<file path="src/rtl/core/two_class_priority_queue_aging_assert.svh">
// ---------------------------------------------------------------------------
// two_class_priority_queue_aging_assert
// assertion macros used by the scheduler rtl, sampled on clk_i, off in reset
// ---------------------------------------------------------------------------
`ifndef TWO_CLASS_PRIORITY_QUEUE_AGING_ASSERT_SVH
`define TWO_CLASS_PRIORITY_QUEUE_AGING_ASSERT_SVH

// consequent must hold in the same cycle as the antecedent
`define TCPQA_ASSERT_NOW(lbl, ante, cons, msg) \
  lbl: assert property (@(posedge clk_i) disable iff (!rst_ni) (ante) |-> (cons)) \
    else $error(msg);

// consequent must hold in the cycle after the antecedent
`define TCPQA_ASSERT_NEXT(lbl, ante, cons, msg) \
  lbl: assert property (@(posedge clk_i) disable iff (!rst_ni) (ante) |=> (cons)) \
    else $error(msg);

`endif

</file>
<file path="src/rtl/core/tcpqa_pkg.sv">
// ---------------------------------------------------------------------------
// tcpqa_pkg
// types and constants of the two-class priority scheduler
// ---------------------------------------------------------------------------
package tcpqa_pkg;

  localparam int unsigned DEFAULT_QUEUE_DEPTH = 16;
  localparam int unsigned DEFAULT_ID_WIDTH    = 16;

  localparam int unsigned JOB_ID_W   = 16;
  localparam int unsigned ELAPSED_W  = 16;
  localparam int unsigned CFG_IDX_W  = 2;
  localparam int unsigned CFG_DATA_W = 16;

  localparam logic [ELAPSED_W-1:0] WINDOW_RESET = 16'd5000;

  typedef enum logic [1:0] {
    CMD_ENQUEUE = 2'd0,
    CMD_DEQUEUE = 2'd1,
    CMD_TICK    = 2'd2,
    CMD_NONE    = 2'd3
  } cmd_e;

  typedef enum logic [2:0] {
    ST_ENQUEUED = 3'd0,
    ST_FULL     = 3'd1,
    ST_GRANTED  = 3'd2,
    ST_NOTHING  = 3'd3,
    ST_SHUTDOWN = 3'd4
  } status_e;

  localparam logic [CFG_IDX_W-1:0] REG_SYSTEM_ACTIVE = 2'd0;
  localparam logic [CFG_IDX_W-1:0] REG_STARV_WINDOW  = 2'd1;

  typedef struct packed {
    cmd_e                cmd;
    logic [JOB_ID_W-1:0] job_id;
    logic                job_class;
  } req_t;

  typedef struct packed {
    status_e             status;
    logic [JOB_ID_W-1:0] granted_id;
    logic                granted_class;
    logic                all_empty;
  } rsp_t;

  // pointer unit control and status
  typedef struct packed {
    logic push;
    logic pop;
  } fifo_ctrl_t;

  typedef struct packed {
    logic empty;
    logic full;
    logic last;
  } fifo_stat_t;

endpackage

</file>
<file path="src/rtl/core/tcpqa_ram.sv">
// ---------------------------------------------------------------------------
// tcpqa_ram
// generic single-write, single-read ram with registered read data
// ---------------------------------------------------------------------------
module tcpqa_ram #(
  parameter int unsigned WIDTH = 16,
  parameter int unsigned DEPTH = 16
) (
  input  logic                     clk_i,
  input  logic                     we_i,
  input  logic [$clog2(DEPTH)-1:0] waddr_i,
  input  logic [WIDTH-1:0]         wdata_i,
  input  logic                     re_i,
  input  logic [$clog2(DEPTH)-1:0] raddr_i,
  output logic [WIDTH-1:0]         rdata_o
);

  logic [WIDTH-1:0] mem_q [DEPTH];
  logic [WIDTH-1:0] rdata_q;

  always_ff @(posedge clk_i) begin
    if (we_i) begin
      mem_q[waddr_i] <= wdata_i;
    end
    if (re_i) begin
      rdata_q <= mem_q[raddr_i];
    end
  end

  assign rdata_o = rdata_q;

endmodule

</file>
<file path="src/rtl/core/tcpqa_fifo_ptr.sv">
// ---------------------------------------------------------------------------
// tcpqa_fifo_ptr
// head, tail and fill count of one circular job queue
// ---------------------------------------------------------------------------
module tcpqa_fifo_ptr
  import tcpqa_pkg::*;
#(
  parameter int unsigned DEPTH = DEFAULT_QUEUE_DEPTH
) (
  input  logic                     clk_i,
  input  logic                     rst_ni,
  input  fifo_ctrl_t               ctrl_i,
  output logic [$clog2(DEPTH)-1:0] head_o,
  output logic [$clog2(DEPTH)-1:0] tail_o,
  output fifo_stat_t               stat_o
);

  `include "two_class_priority_queue_aging_assert.svh"

  localparam int unsigned PTR_W = $clog2(DEPTH);
  localparam int unsigned CNT_W = $clog2(DEPTH + 1);
  localparam logic [PTR_W-1:0] PTR_LAST = PTR_W'(DEPTH - 1);
  localparam logic [CNT_W-1:0] CNT_FULL = CNT_W'(DEPTH);

  logic [PTR_W-1:0] head_q, head_d;
  logic [PTR_W-1:0] tail_q, tail_d;
  logic [CNT_W-1:0] count_q, count_d;

  always_comb begin
    head_d  = head_q;
    tail_d  = tail_q;
    count_d = count_q;
    if (ctrl_i.push) begin
      tail_d = (tail_q == PTR_LAST) ? '0 : tail_q + 1'b1;
    end
    if (ctrl_i.pop) begin
      head_d = (head_q == PTR_LAST) ? '0 : head_q + 1'b1;
    end
    if (ctrl_i.push && !ctrl_i.pop) begin
      count_d = count_q + 1'b1;
    end else if (ctrl_i.pop && !ctrl_i.push) begin
      count_d = count_q - 1'b1;
    end
  end

  always_ff @(posedge clk_i or negedge rst_ni) begin
    if (!rst_ni) begin
      head_q  <= '0;
      tail_q  <= '0;
      count_q <= '0;
    end else begin
      head_q  <= head_d;
      tail_q  <= tail_d;
      count_q <= count_d;
    end
  end

  assign head_o       = head_q;
  assign tail_o       = tail_q;
  assign stat_o.empty = (count_q == '0);
  assign stat_o.full  = (count_q == CNT_FULL);
  assign stat_o.last  = (count_q == CNT_W'(1));

  `TCPQA_ASSERT_NOW(a_no_overrun, ctrl_i.push, count_q != CNT_FULL, "push into full queue")
  `TCPQA_ASSERT_NOW(a_no_underrun, ctrl_i.pop, count_q != '0, "pop from empty queue")
  `TCPQA_ASSERT_NOW(a_ptr_match, (count_q == '0) || (count_q == CNT_FULL), head_q == tail_q,
                    "pointers disagree with fill count")
  `TCPQA_ASSERT_NEXT(a_count_up, ctrl_i.push && !ctrl_i.pop,
                     count_q == $past(count_q) + 1'b1, "fill count missed a push")

endmodule

</file>
<file path="src/rtl/core/two_class_priority_queue_aging.sv">
// ---------------------------------------------------------------------------
// two_class_priority_queue_aging
// premium/free job scheduler with a starvation timer on premium runs
// ---------------------------------------------------------------------------
// usage:
//   a request (req_i) is taken on a clock edge with start high and busy
//   low. enqueue and dequeue requests give one response on rsp_o, marked by
//   rsp_valid_o for a single cycle; tick and unused commands give none.
//   an enqueue or an empty dequeue gets its response in the cycle after the
//   request; after these and a tick the next request may follow at once.
//   a granted dequeue goes through S_FETCH: the queue ram read data is
//   registered, busy is high in S_FETCH and the response is loaded there.
//   so one request is taken per cycle while busy is low.
//   the config port (cfg_we_i, cfg_idx_i, cfg_data_i) writes system_active
//   (index 0) or starvation_window (index 1) at once; write it while idle.
//   reset empties both queues, ends any premium run, sets system_active to 1
//   and the window to 5000 ticks. the queue rams need no clearing.
//   the receiver cannot stall: each response is valid for exactly one cycle.
// ---------------------------------------------------------------------------
module two_class_priority_queue_aging
  import tcpqa_pkg::*;
#(
  parameter int unsigned QUEUE_DEPTH = DEFAULT_QUEUE_DEPTH,
  parameter int unsigned ID_WIDTH    = DEFAULT_ID_WIDTH
) (
  input  logic                  clk_i,
  input  logic                  rst_ni,
  input  logic                  start,
  output logic                  busy,
  input  req_t                  req_i,
  output logic                  rsp_valid_o,
  output rsp_t                  rsp_o,
  input  logic                  cfg_we_i,
  input  logic [CFG_IDX_W-1:0]  cfg_idx_i,
  input  logic [CFG_DATA_W-1:0] cfg_data_i
);

  localparam int unsigned PTR_W = $clog2(QUEUE_DEPTH);

  typedef enum logic [1:0] {
    S_IDLE  = 2'b01,
    S_FETCH = 2'b10
  } state_e;

  state_e state_q, state_d;

  logic                 system_active_q;
  logic [ELAPSED_W-1:0] window_q;
  logic                 run_active_q, run_active_d;
  logic [ELAPSED_W-1:0] elapsed_q, elapsed_d, elapsed_eff;

  logic pend_class_q, pend_class_d;
  logic pend_empty_q, pend_empty_d;

  rsp_t rsp_q, rsp_d;
  logic rsp_valid_q, rsp_valid_d;

  fifo_ctrl_t prem_ctrl, free_ctrl;
  fifo_stat_t prem_stat, free_stat;
  logic [PTR_W-1:0] prem_head, prem_tail, free_head, free_tail;
  logic [ID_WIDTH-1:0] prem_rdata, free_rdata, wdata;

  logic accept;

  assign accept = start && !busy;
  assign busy   = (state_q == S_FETCH);
  assign wdata  = ID_WIDTH'(req_i.job_id);

  tcpqa_fifo_ptr #(.DEPTH(QUEUE_DEPTH)) u_prem_ptr (
    .clk_i  (clk_i),
    .rst_ni (rst_ni),
    .ctrl_i (prem_ctrl),
    .head_o (prem_head),
    .tail_o (prem_tail),
    .stat_o (prem_stat)
  );

  tcpqa_fifo_ptr #(.DEPTH(QUEUE_DEPTH)) u_free_ptr (
    .clk_i  (clk_i),
    .rst_ni (rst_ni),
    .ctrl_i (free_ctrl),
    .head_o (free_head),
    .tail_o (free_tail),
    .stat_o (free_stat)
  );

  tcpqa_ram #(.WIDTH(ID_WIDTH), .DEPTH(QUEUE_DEPTH)) u_prem_ram (
    .clk_i   (clk_i),
    .we_i    (prem_ctrl.push),
    .waddr_i (prem_tail),
    .wdata_i (wdata),
    .re_i    (prem_ctrl.pop),
    .raddr_i (prem_head),
    .rdata_o (prem_rdata)
  );

  tcpqa_ram #(.WIDTH(ID_WIDTH), .DEPTH(QUEUE_DEPTH)) u_free_ram (
    .clk_i   (clk_i),
    .we_i    (free_ctrl.push),
    .waddr_i (free_tail),
    .wdata_i (wdata),
    .re_i    (free_ctrl.pop),
    .raddr_i (free_head),
    .rdata_o (free_rdata)
  );

  // a run that is just starting sees a cleared counter
  assign elapsed_eff = run_active_q ? elapsed_q : '0;

  always_comb begin
    state_d      = state_q;
    run_active_d = run_active_q;
    elapsed_d    = elapsed_q;
    pend_class_d = pend_class_q;
    pend_empty_d = pend_empty_q;
    prem_ctrl    = '0;
    free_ctrl    = '0;
    rsp_valid_d  = 1'b0;
    rsp_d        = rsp_q;

    unique case (state_q)
      S_IDLE: begin
        if (accept) begin
          unique case (req_i.cmd)
            CMD_ENQUEUE: begin
              rsp_valid_d         = 1'b1;
              rsp_d.granted_id    = '0;
              rsp_d.granted_class = 1'b0;
              if (req_i.job_class) begin
                prem_ctrl.push  = !prem_stat.full;
                rsp_d.status    = prem_stat.full ? ST_FULL : ST_ENQUEUED;
                rsp_d.all_empty = free_stat.empty && prem_stat.full && prem_stat.empty;
              end else begin
                free_ctrl.push  = !free_stat.full;
                rsp_d.status    = free_stat.full ? ST_FULL : ST_ENQUEUED;
                rsp_d.all_empty = prem_stat.empty && free_stat.full && free_stat.empty;
              end
            end
            CMD_DEQUEUE: begin
              if (prem_stat.empty && free_stat.empty) begin
                rsp_valid_d         = 1'b1;
                rsp_d.status        = system_active_q ? ST_NOTHING : ST_SHUTDOWN;
                rsp_d.granted_id    = '0;
                rsp_d.granted_class = 1'b0;
                rsp_d.all_empty     = 1'b1;
              end else if (!prem_stat.empty) begin
                run_active_d = 1'b1;
                state_d      = S_FETCH;
                if ((elapsed_eff >= window_q) && !free_stat.empty) begin
                  free_ctrl.pop = 1'b1;
                  elapsed_d     = '0;
                  pend_class_d  = 1'b0;
                  pend_empty_d  = 1'b0;
                end else begin
                  prem_ctrl.pop = 1'b1;
                  elapsed_d     = elapsed_eff;
                  pend_class_d  = 1'b1;
                  pend_empty_d  = prem_stat.last && free_stat.empty;
                end
              end else begin
                // no premium job waits: the run ends, free head is served
                run_active_d  = 1'b0;
                free_ctrl.pop = 1'b1;
                state_d       = S_FETCH;
                pend_class_d  = 1'b0;
                pend_empty_d  = free_stat.last;
              end
            end
            CMD_TICK: begin
              if (run_active_q && (elapsed_q != '1)) begin
                elapsed_d = elapsed_q + 1'b1;
              end
            end
            CMD_NONE: begin
            end
            default: begin
            end
          endcase
        end
      end
      S_FETCH: begin
        rsp_valid_d         = 1'b1;
        rsp_d.status        = ST_GRANTED;
        rsp_d.granted_id    = pend_class_q ? JOB_ID_W'(prem_rdata) : JOB_ID_W'(free_rdata);
        rsp_d.granted_class = pend_class_q;
        rsp_d.all_empty     = pend_empty_q;
        state_d             = S_IDLE;
      end
      default: begin
        state_d = S_IDLE;
      end
    endcase
  end

  always_ff @(posedge clk_i or negedge rst_ni) begin
    if (!rst_ni) begin
      state_q         <= S_IDLE;
      run_active_q    <= 1'b0;
      elapsed_q       <= '0;
      rsp_valid_q     <= 1'b0;
      system_active_q <= 1'b1;
      window_q        <= WINDOW_RESET;
    end else begin
      state_q      <= state_d;
      run_active_q <= run_active_d;
      elapsed_q    <= elapsed_d;
      rsp_valid_q  <= rsp_valid_d;
      if (cfg_we_i) begin
        if (cfg_idx_i == REG_SYSTEM_ACTIVE) begin
          system_active_q <= cfg_data_i[0];
        end else if (cfg_idx_i == REG_STARV_WINDOW) begin
          window_q <= ELAPSED_W'(cfg_data_i);
        end
      end
    end
  end

  always_ff @(posedge clk_i) begin
    rsp_q        <= rsp_d;
    pend_class_q <= pend_class_d;
    pend_empty_q <= pend_empty_d;
  end

  assign rsp_valid_o = rsp_valid_q;
  assign rsp_o       = rsp_q;

endmodule

</file>
<file path="config.mk">
export PLATFORM = sky130hd
export DESIGN_NAME = two_class_priority_queue_aging
export DESIGN_NICKNAME = d
export VERILOG_FILES = /design/src/rtl/core/tcpqa_pkg.sv /design/src/rtl/core/tcpqa_ram.sv /design/src/rtl/core/tcpqa_fifo_ptr.sv /design/src/rtl/core/two_class_priority_queue_aging.sv
export VERILOG_INCLUDE_DIRS = /design/src /design/src/rtl/core
export SDC_FILE = /design/constraint.sdc
export NUM_CORES = 1
export LEC_CHECK = 0
export BUFFER_PORTS_ARGS = -buffer_cell sky130_fd_sc_hd__clkbuf_2
export CAP_MARGIN = 20
export CORE_UTILIZATION = 30
export CTS_CLUSTER_DIAMETER = 80
export DETAILED_ROUTE_END_ITERATION = 6
export HOLD_SLACK_MARGIN = 0.15
export PLACE_DENSITY = 0.42
export SETUP_SLACK_MARGIN = 0.5
export SLEW_MARGIN = 5
export SYNTH_ARGS = -nofsm -noshare
export SYNTH_HDL_FRONTEND = slang
export SYNTH_SLANG_ARGS = --single-unit
</file>
<file path="constraint.sdc">
create_clock -name clk_i -period 6.5 [get_ports clk_i]
set_input_delay 0.65 -clock clk_i [delete_from_list [all_inputs] [get_ports clk_i]]
set_output_delay 0.65 -clock clk_i [all_outputs]
set_load 0.03 [all_outputs]
</file>
-- Word level (Yosys, flattened, before mapping)
Memory sizes are Yosys's and may differ from the RTL's. A register that Yosys moved wholly into a read port is not among the register bits.
Index checks and enable logic that the tools add are counted.
- flip-flop bits (word level): 86
- RAM bits: 512
- input port bits: 41
- output and inout port bits: 23
- logic and storage cells: 144
- memories: 2
- add/subtract/negate cells: 9
- $lt $le $gt $ge: 1
- equal/unequal tests: 22
- mux-type cells: 55
- bitwise gates (word level): 2
- reductions and logical operators: 35
- memories (memory ; depth ; width ; rd ports ; clocked after Yosys merged registers in ; wr ports ; RTL line ; source):
    u_free_ram.mem_q ; 16 ; 16 ; 1 ; 1 ; 1 ; tcpqa_ram.sv:18 ; logic [WIDTH-1:0] mem_q [DEPTH];
    u_prem_ram.mem_q ; 16 ; 16 ; 1 ; 1 ; 1 ; tcpqa_ram.sv:18 ;
- operator list (kind ; count):
    2-to-1 mux 16 bit ; 6
    one-hot mux 21 bit (2 select lines) ; 2
    2-to-1 mux 21 bit ; 2
    one-hot mux 16 bit (2 select lines) ; 1
    2-to-1 mux 1 bit ; 25
    2-to-1 mux 5 bit ; 4
    adder 16 x 1 -> 16 bit, second input constant ; 1
    adder 4 x 1 -> 4 bit, second input constant ; 4
    == test 4 bit, second input constant ; 4
    greater-or-equal comparator 16 bit ; 1
    2-to-1 mux 2 bit ; 8
    2-to-1 mux 4 bit ; 4
    != test 16 bit, second input constant ; 1
    logical AND 1 bit ; 13
    adder 5 x 1 -> 5 bit, second input constant ; 2
    == test 5 x 1 -> 1 bit, second input constant ; 2
    == test 5 bit, second input constant ; 2
    logical NOT 5 bit ; 2
    != test 2 bit, second input constant ; 5
    subtractor 5 x 1 -> 5 bit, second input constant ; 2
    logical NOT 1 bit ; 8
    AND reduction 4 bit ; 2
    nonzero test 2 bit ; 4
    == test 2 x 1 -> 1 bit, second input constant ; 3
    11 further kinds ; 16

-- Longest topological paths before layout
- depth after elaboration: 13
- mapped depth: 14
- gate-level depth less buffers: 12

-- Cells and area by module
A second synthesis with hierarchy kept.
- cell total of the unflattened synthesis: 1301
- area, all modules: 25152.9 um^2
- modules (own cells, without submodules) (module ; instances ; cells each ; area each (um^2) ; seq. area each (um^2)):
    tcpqa_ram ; 2 ; 432 ; 10202.3 ; 8167.8
    two_class_priority_queue_aging ; 1 ; 311 ; 3357.0 ; 1625.3
    tcpqa_fifo_ptr ; 2 ; 63 ; 695.7 ; 325.3

-- Worst setup path after synthesis
No wires, ideal clock.
- path kind: register to register
- start point: register run_active_q
- end point: register u_prem_ptr.count_q[3]
- library setup time: 79 ps
- data arrival time: 3448 ps
- required time: 6421 ps
- slack: 2973 ps
- cell stages (with the launch flop): 14
- path buffers: 2
- period minus slack after synthesis: 3527 ps
- path through: dfrtp_1 -> clkbuf_1 -> clkbuf_1 -> and2_1 -> ha_1 -> nand4_1 -> nor3_1 -> or4_1 -> o31a_1 -> nand2b_1 -> ha_1 -> or4_1 -> a21oi_1 -> xor2_1
- longest elaborated chain between the ends: 12
- elaborated cells between the ends (all ways): 14
- those cells by class: order compare: 1; mux: 8; reduce/logical: 5
- ends and longest elaborated chain (item ; RTL line ; source):
    start, declared ; two_class_priority_queue_aging.sv:49 ; logic run_active_q, run_active_d;
    start signal, assigned ; two_class_priority_queue_aging.sv:205 ; run_active_q <= run_active_d;
    2-to-1 mux 16 bit (*) ; two_class_priority_queue_aging.sv:108 ; assign elapsed_eff = run_active_q ? elapsed_q : '0;
    greater-or-equal comparator 16 bit (*) ; two_class_priority_queue_aging.sv:149 ; if ((elapsed_eff >= window_q) && !free_stat.empty) begin
    logical AND 1 bit (*) ; two_class_priority_queue_aging.sv:149 ;
    2-to-1 mux 1 bit (*) ; two_class_priority_queue_aging.sv:149 ;
    2-to-1 mux 1 bit (*) ; two_class_priority_queue_aging.sv:146 ; end else if (!prem_stat.empty) begin
    2-to-1 mux 1 bit (*) ; two_class_priority_queue_aging.sv:140 ; if (prem_stat.empty && free_stat.empty) begin
    2-to-1 mux 1 bit (*) ; two_class_priority_queue_aging.sv:124 ; unique case (req_i.cmd)
    2-to-1 mux 2 bit (*) ; two_class_priority_queue_aging.sv:123 ; if (accept) begin
    2-to-1 mux 2 bit (*) ; two_class_priority_queue_aging.sv:121 ; unique case (state_q)
    logical NOT 1 bit ; tcpqa_fifo_ptr.sv:39 ; if (ctrl_i.push && !ctrl_i.pop) begin
    logical AND 1 bit ; tcpqa_fifo_ptr.sv:39 ;
    2-to-1 mux 5 bit / nonzero test 2 bit (equally long branches) ; -- ;
    end signal, assigned ; tcpqa_fifo_ptr.sv:54 ; count_q <= count_d;
    end, declared ; tcpqa_fifo_ptr.sv:27 ; logic [CNT_W-1:0] count_q, count_d;
Mark *: on every way between the ends. The rest lies on a longest branch, timed or not.
A chain may end at the register's enable or synchronous reset.

-- Worst setup path after layout
Same ends and word-level chain as after synthesis.

==> qor.yml <==
clock_network:
  post_cts_buffers: 0
  cts_inserted_buffers: 72
  tritoncts: "built"
  h_tree_lvls: 3
  clk_root_buffer_cell: "clkbuf_16"
  cts_repair_resize_count: 0
  worst_skew_pair.late_latency_ps: 610
  cts.hold.buffers_added: 0
  clk_transition_reported_paths_ps: 60
  clock_path_buffers: 3
  clkSinkCount: 630
power_and_ir_drop:
  vdd_drop_max_mv: 0.248
  power.static_leakage_nw: 9.96
  pwr_density_cell_nw_per_um2: 381
  design_power_total_w: 0.0113
sta:
  maxSlewHeadroom: 0.304
  final.min_clock_period_ps: 3810
  totalNegativeSetupSlack_ps: 0
  final-max-slew-violation-count: 0
  setup_repair_after_global_routing_missed_its_margin: "no"
  tightest_slew_ps: 1040
  hold_viol: 0
  fin_crit_sh: 0.587
  max_freq_mhz: 262
  finalSetupViolCount: 0
  worst_clock_skew_ps: 14.5
layout:
  final.fill_count: 7943
  layout.cell_area.non_filler_um2: 29600
  regArea_um2: 18600
  area_of_the_multi_input_gates_um2: 6590
  syn_to_final_growth_pct: 15.7
  antenna_cells: 0
  nets: 1667
  share_of_post_route_cells_with_drive_strength_above_1: 0.199
routing:
  met3_wirelength_um: 2440
  viasPerCell: 4.86
  length_of_the_first_detailed_routing_pass_in_iterations: 5
  drt-total-wl_um: 66100
  routed_wire_length_per_instance_um: 23.8
  remaining_drc_errors: 0
  first_iter_violations: 988
  detail-route-antenna-nets: 0
  route.layer.met1.wl_um: 32000
  route.vias.total: 13500
  met2RoutedLength_um: 30400
  routed.top_layer: "met4"
die:
  die_w_um: 294
  die_y_um: 294
  ioPinCount: 64
  num_rows: 106
  initial_core_util: 0.305
  fp.dieArea_um2: 86400
  core_area_um2: 84000
setup_path:
  start_kind: "flip-flop"
  cp.required_ps: 7030
  cp_data_arrival_time_ps: 4340
  path_class: "flip-flop to flip-flop"
  end_kind: "flip-flop"
  timing.critical_path.fanout_max: 19
global_routing:
  track_usage: 0.154
  overflow: 0
  grt_antenna_before_repair: 0
  first_global_vias: 13800
  global_route_wire_length_before_repair_um: 96400
  grt_start_max_net_pins: 79
placement:
  detailed_place.area_um2: 27400
  gp_congestion: 0.750
  place_hpwl_um: 40800
  count_of_port_buffers_added_during_placement: 63
synthesis:
  synth_top_cell_by_area: "edfxtp_1"
  postSynthNetCount: 1565
  synth_top_cells_by_area: "edfxtp_1 67%, mux4_2 5.6%, dfrtp_1 5.5%, mux2i_1 5.3%, ha_1 1.8%"
  synth_area_um2: 25600
  synthCells: 1487
  synth_largest_type_area_fraction: 0.666
  dominantRegCellSynth: "edfxtp_1"
  edff_count_synth: 567
  syn-mean-instance-area_um2: 17.2
  synthesis.yosys.warnings: 0
  netlist-cell-type-count: 61
  ys_seq_area_frac: 0.728
  synth-seq-cells: 630
  synthArstFlopShare: 0.100
flow_run:
  number_of_max_capacitance_violations_reported: 0
outcome:
  status: "finished, final reports clean"
min_path:
  min-delay-path-class: "input port to async pin"
==> layout make-up <==
cell class,instances,share of cell area
Timing Repair Buffer,99,0.0206
Multi-Input combinational cell,747,0.223
Inverter,39,0.00495
Clock buffer,96,0.0667
Clock inverter,31,0.00757
Tap cell,1134,0.0480
Sequential cell,630,0.629
==> layer usage <==
| metal | global-route usage | up-vias |
|---|---|---|
| met5 | 0 | - |
| met4 | 0.0448 | 0 |
| met3 | 0.0238 | 87 |
| met2 | 0.241 | 272 |
| met1 | 0.222 | 7035 |
| li1 | - | 6108 |
==> logic make-up (layout without fill, tap and decap cells) <==
family,after synthesis,count (layout),synth area share
AO/OA/AOI/OAI,223,223,0.0588
XOR/XNOR,14,14,0.00479
adder cells (fa/ha/maj),37,37,0.0181
buffers and inverters,110,265,0.0170
flip-flops,630,630,0.728
multiplexers,233,233,0.124
AND/OR/NAND/NOR,240,240,0.0495
==> cell usage after synthesis, types with 8 or more instances <==
master,instances
ha_1,37
edfxtp_1,567
mux2_2,31
nand2b_1,8
clkbuf_1,47
nor3_1,21
mux2i_1,136
and2_1,33
nand3_1,19
nor2_1,28
nand2_1,72
a21oi_1,44
o21ai_0,65
dfrtp_1,56
nor2b_1,20
buf_2,8
a221oi_1,48
inv_1,37
xor2_1,8
buf_1,14
a22oi_1,32
mux4_2,64
==> per-stage QoR <==
stage | utilization | hold WS, ps | worst slack [ps] | cells
2_1_floorplan | - | 354 | 2970 | 1487
3_3_place_gp | 0.326 | 485 | 2750 | 2647
3_5_place_dp | 0.326 | 490 | 2680 | 2648
4_1_cts | 0.352 | 224 | 2670 | 2775
5_1_grt | 0.352 | 238 | 2410 | 2776
6_report | 0.352 | 266 | 2690 | 2776
==> report_power, final <==
group	internal (W)	total, W	switching, W
clock	0.00218	0.00382	0.00163
sequential	0.00472	0.00499	0.000269
combinational	0.000962	0.00246	0.00150
==> state kept, by name, summed over array words and instances, names as in the netlist, 2 cells and up <==
register,count
u_prem_ptr.count_q,5
u_prem_ram.mem_q,256
elapsed_q,16
u_free_ptr.count_q,5
u_prem_ram.rdata_o,16
window_q,16
u_free_ptr.tail_o,4
rsp_o,21
u_free_ram.mem_q,256
u_prem_ptr.tail_o,4
u_free_ptr.head_o,4
u_prem_ptr.head_o,4
u_free_ram.rdata_o,16
state_q,2
==> layout by cell type (no fill, tap or decap), types with 5 or more instances in the layout <==
cell type / count
clkinv_1: 11
nor2_1: 23
nand2b_1: 8
mux2_2: 31
dfstp_2: 7
a21o_1: 5
inv_1: 37
nand4_1: 7
xnor2_1: 6
a221oi_1: 48
o21ai_0: 65
a21oi_1: 43
clkbuf_1: 17
nor3_1: 13
dfrtp_1: 54
mux4_2: 64
nor3_2: 8
clkinv_2: 10
nor2_2: 5
nand3_1: 19
mux2i_1: 136
nand2_1: 72
ha_1: 37
buf_4: 33
clkbuf_2: 62
and2_1: 33
nor2b_1: 18
clkbuf_8: 6
clkbuf_16: 73
a22oi_1: 32
xor2_1: 8
o2bb2ai_1: 6
edfxtp_1: 567
==> final timing paths <==
path	start	to	slack (ps)	cells after the start
setup / recovery	run_active_q$_DFFE_PN0P_	u_prem_ptr.count_q[3]$_DFFE_PN0P_	2690	11
hold / removal	rst_ni	window_q[10]$_DFFE_PN0P_	270	2
setup reg to reg	run_active_q$_DFFE_PN0P_	u_prem_ptr.count_q[3]$_DFFE_PN0P_	2690	11
hold reg to reg	state_q[0]$_DFFE_PN1P_	state_q[0]$_DFFE_PN1P_	500	2
max in group asynchronous	rst_ni	u_free_ptr.head_o[0]$_DFFE_PN0P_	5520	2
min in group clk_i	cfg_data_i[5]	window_q[5]$_DFFE_PN0P_	270	2
==> critical path: stages, from the launching register on <==
cell and delay, ps:
dfrtp_1 540, and2_1 220, ha_1 290, a211oi_1 280
nor2_1 70, or4_1 470, o31a_1 410, nand2b_1 240
ha_1 330, or4_1 550, a21oi_1 190, xor2_1 150
Power figures use the tool's default switching activity.
